==> src/sv/radmom_pkg.sv <==
`timescale 1ns / 1ps
// Shared types, constants and saturating arithmetic for the angular moment block.
package radmom_pkg;

  localparam int NMOM   = 10;
  localparam int IDX_W  = $clog2(NMOM);
  localparam int SUM_W  = 48;
  localparam int INT_W  = 24;
  localparam int AW_W   = 16;
  localparam int COS_W  = 16;
  localparam int FW_W   = 16;
  localparam int WSHIFT = 16;
  localparam int CSHIFT = 14;
  localparam int NDIR   = 3;
  localparam int NPRS   = 6;

  // Weighted intensity keeps the width of the intensity after the Q0.16 scaling.
  localparam int IRW_W  = INT_W + AW_W - WSHIFT;
  localparam int DIRP_W = IRW_W + 1 + COS_W;
  localparam int DIR_W  = DIRP_W - CSHIFT;
  localparam int PRSP_W = DIR_W + COS_W;
  localparam int PRS_W  = PRSP_W - CSHIFT;
  localparam int SCLP_W = SUM_W + FW_W + 1;

  localparam int QDEPTH = 2;
  localparam int QPTR_W = (QDEPTH > 1) ? $clog2(QDEPTH) : 1;

  localparam logic [IDX_W-1:0] IDX_LAST = IDX_W'(NMOM - 1);

  // Positions of the moments in the sum arrays.
  localparam int M_ENERGY   = 0;
  localparam int M_FLUX_X   = 1;
  localparam int M_FLUX_Y   = 2;
  localparam int M_FLUX_Z   = 3;
  localparam int M_PRESS_XX = 4;
  localparam int M_PRESS_YY = 5;
  localparam int M_PRESS_ZZ = 6;
  localparam int M_PRESS_XY = 7;
  localparam int M_PRESS_XZ = 8;
  localparam int M_PRESS_YZ = 9;

  // Each pressure entry is one flux term times one cosine.
  localparam int PRS_DIR [NPRS] = '{0, 1, 2, 0, 0, 1};
  localparam int PRS_COS [NPRS] = '{0, 1, 2, 1, 2, 2};

  typedef enum logic [1:0] {
    KIND_ANGLE,
    KIND_BIN_END,
    KIND_CELL_END
  } kind_t;

  typedef enum logic [2:0] {
    S_IDLE,
    S_IRW,
    S_DIR,
    S_PRS,
    S_ACC,
    S_SCALE,
    S_FOLD,
    S_EMIT
  } back_state_t;

  typedef struct packed {
    logic [INT_W-1:0]        intensity;
    logic [AW_W-1:0]         angle_weight;
    logic signed [COS_W-1:0] cos_x;
    logic signed [COS_W-1:0] cos_y;
    logic signed [COS_W-1:0] cos_z;
    logic [FW_W-1:0]         freq_weight;
    kind_t                   kind;
  } item_t;

  typedef struct packed {
    logic fold;
    logic emit;
  } back_stat_t;

  typedef logic signed [SUM_W-1:0] sum_t;
  typedef sum_t [NMOM-1:0] moments_t;

  function automatic sum_t add_sat(input sum_t a, input sum_t b);
    logic [SUM_W:0] s;
    s = {a[SUM_W-1], a} + {b[SUM_W-1], b};
    if (s[SUM_W] != s[SUM_W-1]) begin
      add_sat = s[SUM_W] ? {1'b1, {(SUM_W-1){1'b0}}} : {1'b0, {(SUM_W-1){1'b1}}};
    end else begin
      add_sat = s[SUM_W-1:0];
    end
  endfunction

endpackage

==> src/sv/radmom_front.sv <==
`timescale 1ns / 1ps
// Front end: takes angle samples, classifies them and holds them in a short queue.
module radmom_front (
  input  logic                                clk,
  input  logic                                rst,
  input  logic                                in_valid,
  output logic                                in_ready,
  input  logic [radmom_pkg::INT_W-1:0]        intensity,
  input  logic [radmom_pkg::AW_W-1:0]         angle_weight,
  input  logic signed [radmom_pkg::COS_W-1:0] cos_x,
  input  logic signed [radmom_pkg::COS_W-1:0] cos_y,
  input  logic signed [radmom_pkg::COS_W-1:0] cos_z,
  input  logic [radmom_pkg::FW_W-1:0]         freq_weight,
  input  logic                                last_angle,
  input  logic                                last_frequency,
  output logic                                q_valid,
  output radmom_pkg::item_t                   q_item,
  input  logic                                q_pop
);
  import radmom_pkg::*;

  item_t             q_mem [QDEPTH];
  item_t             in_item;
  logic [QPTR_W-1:0] wr_ptr;
  logic [QPTR_W-1:0] rd_ptr;
  logic [QPTR_W:0]   count;
  logic              push;

  // The last frequency flag only counts on the last angle of a bin.
  always_comb begin
    in_item.intensity    = intensity;
    in_item.angle_weight = angle_weight;
    in_item.cos_x        = cos_x;
    in_item.cos_y        = cos_y;
    in_item.cos_z        = cos_z;
    in_item.freq_weight  = freq_weight;
    if (!last_angle) begin
      in_item.kind = KIND_ANGLE;
    end else if (last_frequency) begin
      in_item.kind = KIND_CELL_END;
    end else begin
      in_item.kind = KIND_BIN_END;
    end
  end

  assign in_ready = (count != (QPTR_W+1)'(QDEPTH));
  assign push     = in_valid && in_ready;
  assign q_valid  = (count != '0);
  assign q_item   = q_mem[rd_ptr];

  always_ff @(posedge clk) begin
    if (push) begin
      q_mem[wr_ptr] <= in_item;
    end
  end

  always_ff @(posedge clk) begin
    if (rst) begin
      wr_ptr <= '0;
      rd_ptr <= '0;
      count  <= '0;
    end else begin
      if (push) begin
        wr_ptr <= (wr_ptr == QPTR_W'(QDEPTH - 1)) ? '0 : wr_ptr + 1'b1;
      end
      if (q_pop) begin
        rd_ptr <= (rd_ptr == QPTR_W'(QDEPTH - 1)) ? '0 : rd_ptr + 1'b1;
      end
      count <= count + (QPTR_W+1)'(push) - (QPTR_W+1)'(q_pop);
    end
  end

endmodule

==> config.mk <==
export PLATFORM = sky130hd
export DESIGN_NAME = radmom_front
export DESIGN_NICKNAME = d
export VERILOG_FILES = /design/src/sv/radmom_pkg.sv /design/src/sv/radmom_front.sv
export SDC_FILE = /design/constraint.sdc
export NUM_CORES = 1
export LEC_CHECK = 0
export BUFFER_PORTS_ARGS = -buffer_cell sky130_fd_sc_hd__buf_4
export CORE_ASPECT_RATIO = 0.5
export CORE_MARGIN = 1.5
export CORE_UTILIZATION = 50
export DETAILED_ROUTE_END_ITERATION = 10
export PLACE_DENSITY = 0.82
export SLEW_MARGIN = 10
export SYNTH_ARGS = -nofsm -noshare
export SYNTH_HDL_FRONTEND = slang
export SYNTH_SLANG_ARGS = --single-unit
==> constraint.sdc <==
create_clock -name clk -period 4.1 [get_ports clk]
set_input_delay 0.615 -clock clk [delete_from_list [all_inputs] [get_ports clk]]
set_output_delay 0.615 -clock clk [all_outputs]
set_load 0.005 [all_outputs]
==> results.txt <==
- The number of antenna diodes in the final layout is 0.
- At the later pin of the worst-skew pair, clock insertion delay measures 490 ps.
- In this run the vertical extent of the chip is 92.0 um.
* Cell area after technology mapping: roughly 8000 sq um
- The initial antenna violation count is 0.
- Once detail routing completed, the nets flagged for antenna violations numbered 0.
- DR iter-0 viols: around 160
- The die covers 16700 sq um.
- The clock arrives with 20.5 ps of skew.
- Overall track demand over capacity in global routing: 0.184
- The worst setup path is captured at an output port.
* Total number of clock tree sinks: ~220
- In the layout the commonest cells are buf_4 (220), edfxtp_1 (212), mux2_2 (66).
- The analysis attributes to cell leakage a power of 3.84 nW.
* Worst hold path startpoint: intensity[15]
* Overall power of the completed layout: 5.02 mW
- CP required: 3480 ps
- Setup total negative slack on the finished layout was measured at 0 ps.
- Post-CTS clock slew at the launch and capture registers of the worst setup and hold paths: 70 ps
* Fill cell total of the finished layout: 1045
- Die width: 181 um
* Fraction of layout instances using a drive strength above 1: 0.523
- In this run the power density over the cells is 486 nW/um^2.
* Max Fanout on Critical Path: 63
* I/O pin total: 218
- The worst setup path is launched from a flop.
- The path class of the tightest hold or removal check is primary input to flop.
- Nets in the synthesized netlist: 471
- The worst hold path terminates at q_mem[1][97]$_DFFE_PP_.
* Via density per instance: 5.07
- Final hold viol count: 0
- Final setup violation count: 0
- The initial utilization of the core area, before any placement, comes to 0.513.
* Type of the setup path with the least slack: flop to output port
- The startpoint identified for the worst register-to-register timing path is count[0]$_SDFF_PP0_.
- Along the worst hold path, the cell count comes to 1.
- Number of pins with negative max-slew slack in the final report: 0
* Placement-stage cell area: 9790 sq um
- In this run the tightest slew margin relative to its limit is 0.417.
- Walking the worst path, the cells encountered are buf_12 > mux2_2 > buf_4.
* Combinational fraction of design power: 0.133
- Of the synthesized area, sequential elements account for 0.816.
- Worst hold slack: 310 ps
* Net count reported at finish: 702
- Worst R2R Path Depth: 4
* Yosys top cell area share: 0.804
- The longest clock path from root to sink contains 3 buffers.
* Endpoint of the worst-slack reg-to-reg timing path: q_mem[0][46]$_DFFE_PP_
- Max-capacitance violation count: 0
- The total area inside the core boundary comes to 15500 sq um.
* Sequential fraction of design power: 0.543
- Input/output buffers: 217
- Of the total power, the clock network draws 0.324.
- Most frequent standard cell in the layout excluding fill and tap cells: buf_4
- Distinct cell type count after synthesis: 24
* Final wirelength: 15.6 mm
- The first global-routing pass estimated 23.1 mm of wire.
- CTS built an H-tree with a depth of 1.
- FF+latch count, synth: 217
- Design Area, Final: roughly 10000 sq um
* Slack of the worst reg-to-reg path: 1930 ps
- Once the clock tree was built, the resizer swapped 0 gates to a different size.
- STA puts the critical path data arrival time at 2280 ps.
* TritonCTS clock tree: done
* Number of instances in the synthesized netlist: 360
* Net load switching power: between 1 and 1.5 mW
- Top cell type by total area after synthesis: edfxtp_1
- Number of standard-cell rows in the floorplan: 32
- TritonRoute pass-1 iters: 4
- Of the total power, the share spent switching nets is 0.214.
- Routability-driven placement finished with a final weighted congestion of 0.755.
- Number of global-route vias before repair: 4381
* FMAX: 345 MHz
* Number of buffers created by CTS: 19
- Hold-fix buffers, CTS: 0
* Mean instance size in the synthesized netlist: 22.0 sq um
- IR analysis of the VDD net gives a maximum drop of between 0.2 and 0.25 mV.
- After detailed routing, the number of remaining DRC violations is 0.
- For this run the aggregate overflow at the end of global routing stands at 0.
* Top post-synthesis cells by area: edfxtp_1 (80%), mux2_2 (9.4%), mux2_1 (5.7%)
- Internal Power: 3.95 mW
* Crit share post-route: 0.706
* Worst-margin pin slew: 875 ps
- Number of warnings issued by yosys: 0
- Cell chosen for the clock root: clkbuf_16
* Min cycle time layout: 2890 ps
- Max stage delay cell, worst path: dfxtp_4
- Detailed Place HPWL: about 10 mm
- Largest net degree at the start of global routing: 64
- Post-CTS setup buffers: 0
- The largest single stage delay on the critical path is 900 ps.
- For this block, the via count after detailed routing is between 4000 and 5000.
- In the final routed layout, each cell accounts on average for 19.5 um.
- Outcome: finished, final reports clean
- Setup repair after global routing left no endpoint under its margin.
- Layout overhead on the synthesized area: 30.5%
==> metal layers <==
metal / vias to the layer above / routed length, um / global-route usage / part of all wire
met4: 0 / 453 / 0.0563 / 0.029
li1: 1888 / - / - / -
met3: 33 / 673 / 0.0413 / 0.043
met1: 2052 / 5910 / 0.205 / 0.38
met2: 107 / 8610 / 0.353 / 0.55
met5: - / 0 / 0 / 0
==> layout make-up <==
cell class	count	area, sq um	share of cell area
clock inverters	5	50.0	0.00484
flip-flops and latches	217	6470	0.626
inverters	3	13.8	0.00133
well taps	204	255	0.0247
multi-input cells	128	1360	0.131
clock buffers	25	498	0.0482
repair buffers	222	1690	0.164
==> logic make-up after synthesis <==
kind of cell | after synthesis | share of synthesized area
buffers and inverters | 15 | 0.0129
DFF | 217 | 0.816
AOI/OAI and AO/OA | 4 | 0.00395
and+or+nand+nor | 15 | 0.0125
adders and majority gates | 1 | 0.00158
muxes | 106 | 0.151
xor gates and xnor gates | 2 | 0.00221
==> registers in the layout, summed over array words and instances, names as in the netlist, named ones only <==
| signal | count |
|---|---|
| q_mem | 212 |
| rd_ptr | 1 |
| wr_ptr | 1 |
| count | 2 |
==> how the worst max path moves through the flow <==
stage               slack [ps]  cells after the start      from                    end
finish                    1210                      3      flop             q_item[44]
global route              1080                      3      flop            q_item[101]
CTS                       1140                      3      flop             q_item[94]
detailed placement        1650                      3      flop             q_item[44]
global placement          1660                      3      flop             q_item[40]
floorplan                  870                      2  in_valid  q_mem[0][0]$_DFFE_PP_
==> Yosys cell counts <==
cell type  count
edfxtp_1     212
or2_2          1
nor2b_1        2
buf_2          7
mux2_2        66
a21boi_1       1
xnor2_1        2
mux2_1        40
nand3b_1       1
a2111oi_0      1
inv_1          3
or4_1          1
and2_1         1
nor2_1         2
or4b_1         1
a21bo_2        1
ha_1           1
and3_2         1
dfxtp_1        5
nand4b_1       2
a21oi_1        1
nand2b_1       2
nand2_1        1
buf_6          5
==> stage by stage <==
step	worst slack, ps	util	cells
after global placement	1660	0.633	774
after detailed placement	1650	0.633	774
after global routing	1080	0.669	804
after CTS	1140	0.669	804
after floorplan	873	-	360
final	1210	0.669	804
==> critical path, delay by kind of cell (launching register included) <==
family	cells	cell delay, ps
flip-flops	1	900
buffers and inverters	2	470
multiplexers	1	390
==> power groups by stage <==
stage          registers, mW  clock network [mW]  logic, mW
5_1_grt                 2.74                1.74      0.717
6_report                2.73                1.63      0.670
3_3_place_gp            2.76                   0      0.659
4_1_cts                 2.73                1.67      0.682
3_5_place_dp            2.77                   0      0.676
2_1_floorplan           2.74                   0      0.307
Note: power is estimated with default switching activity, not from simulation.
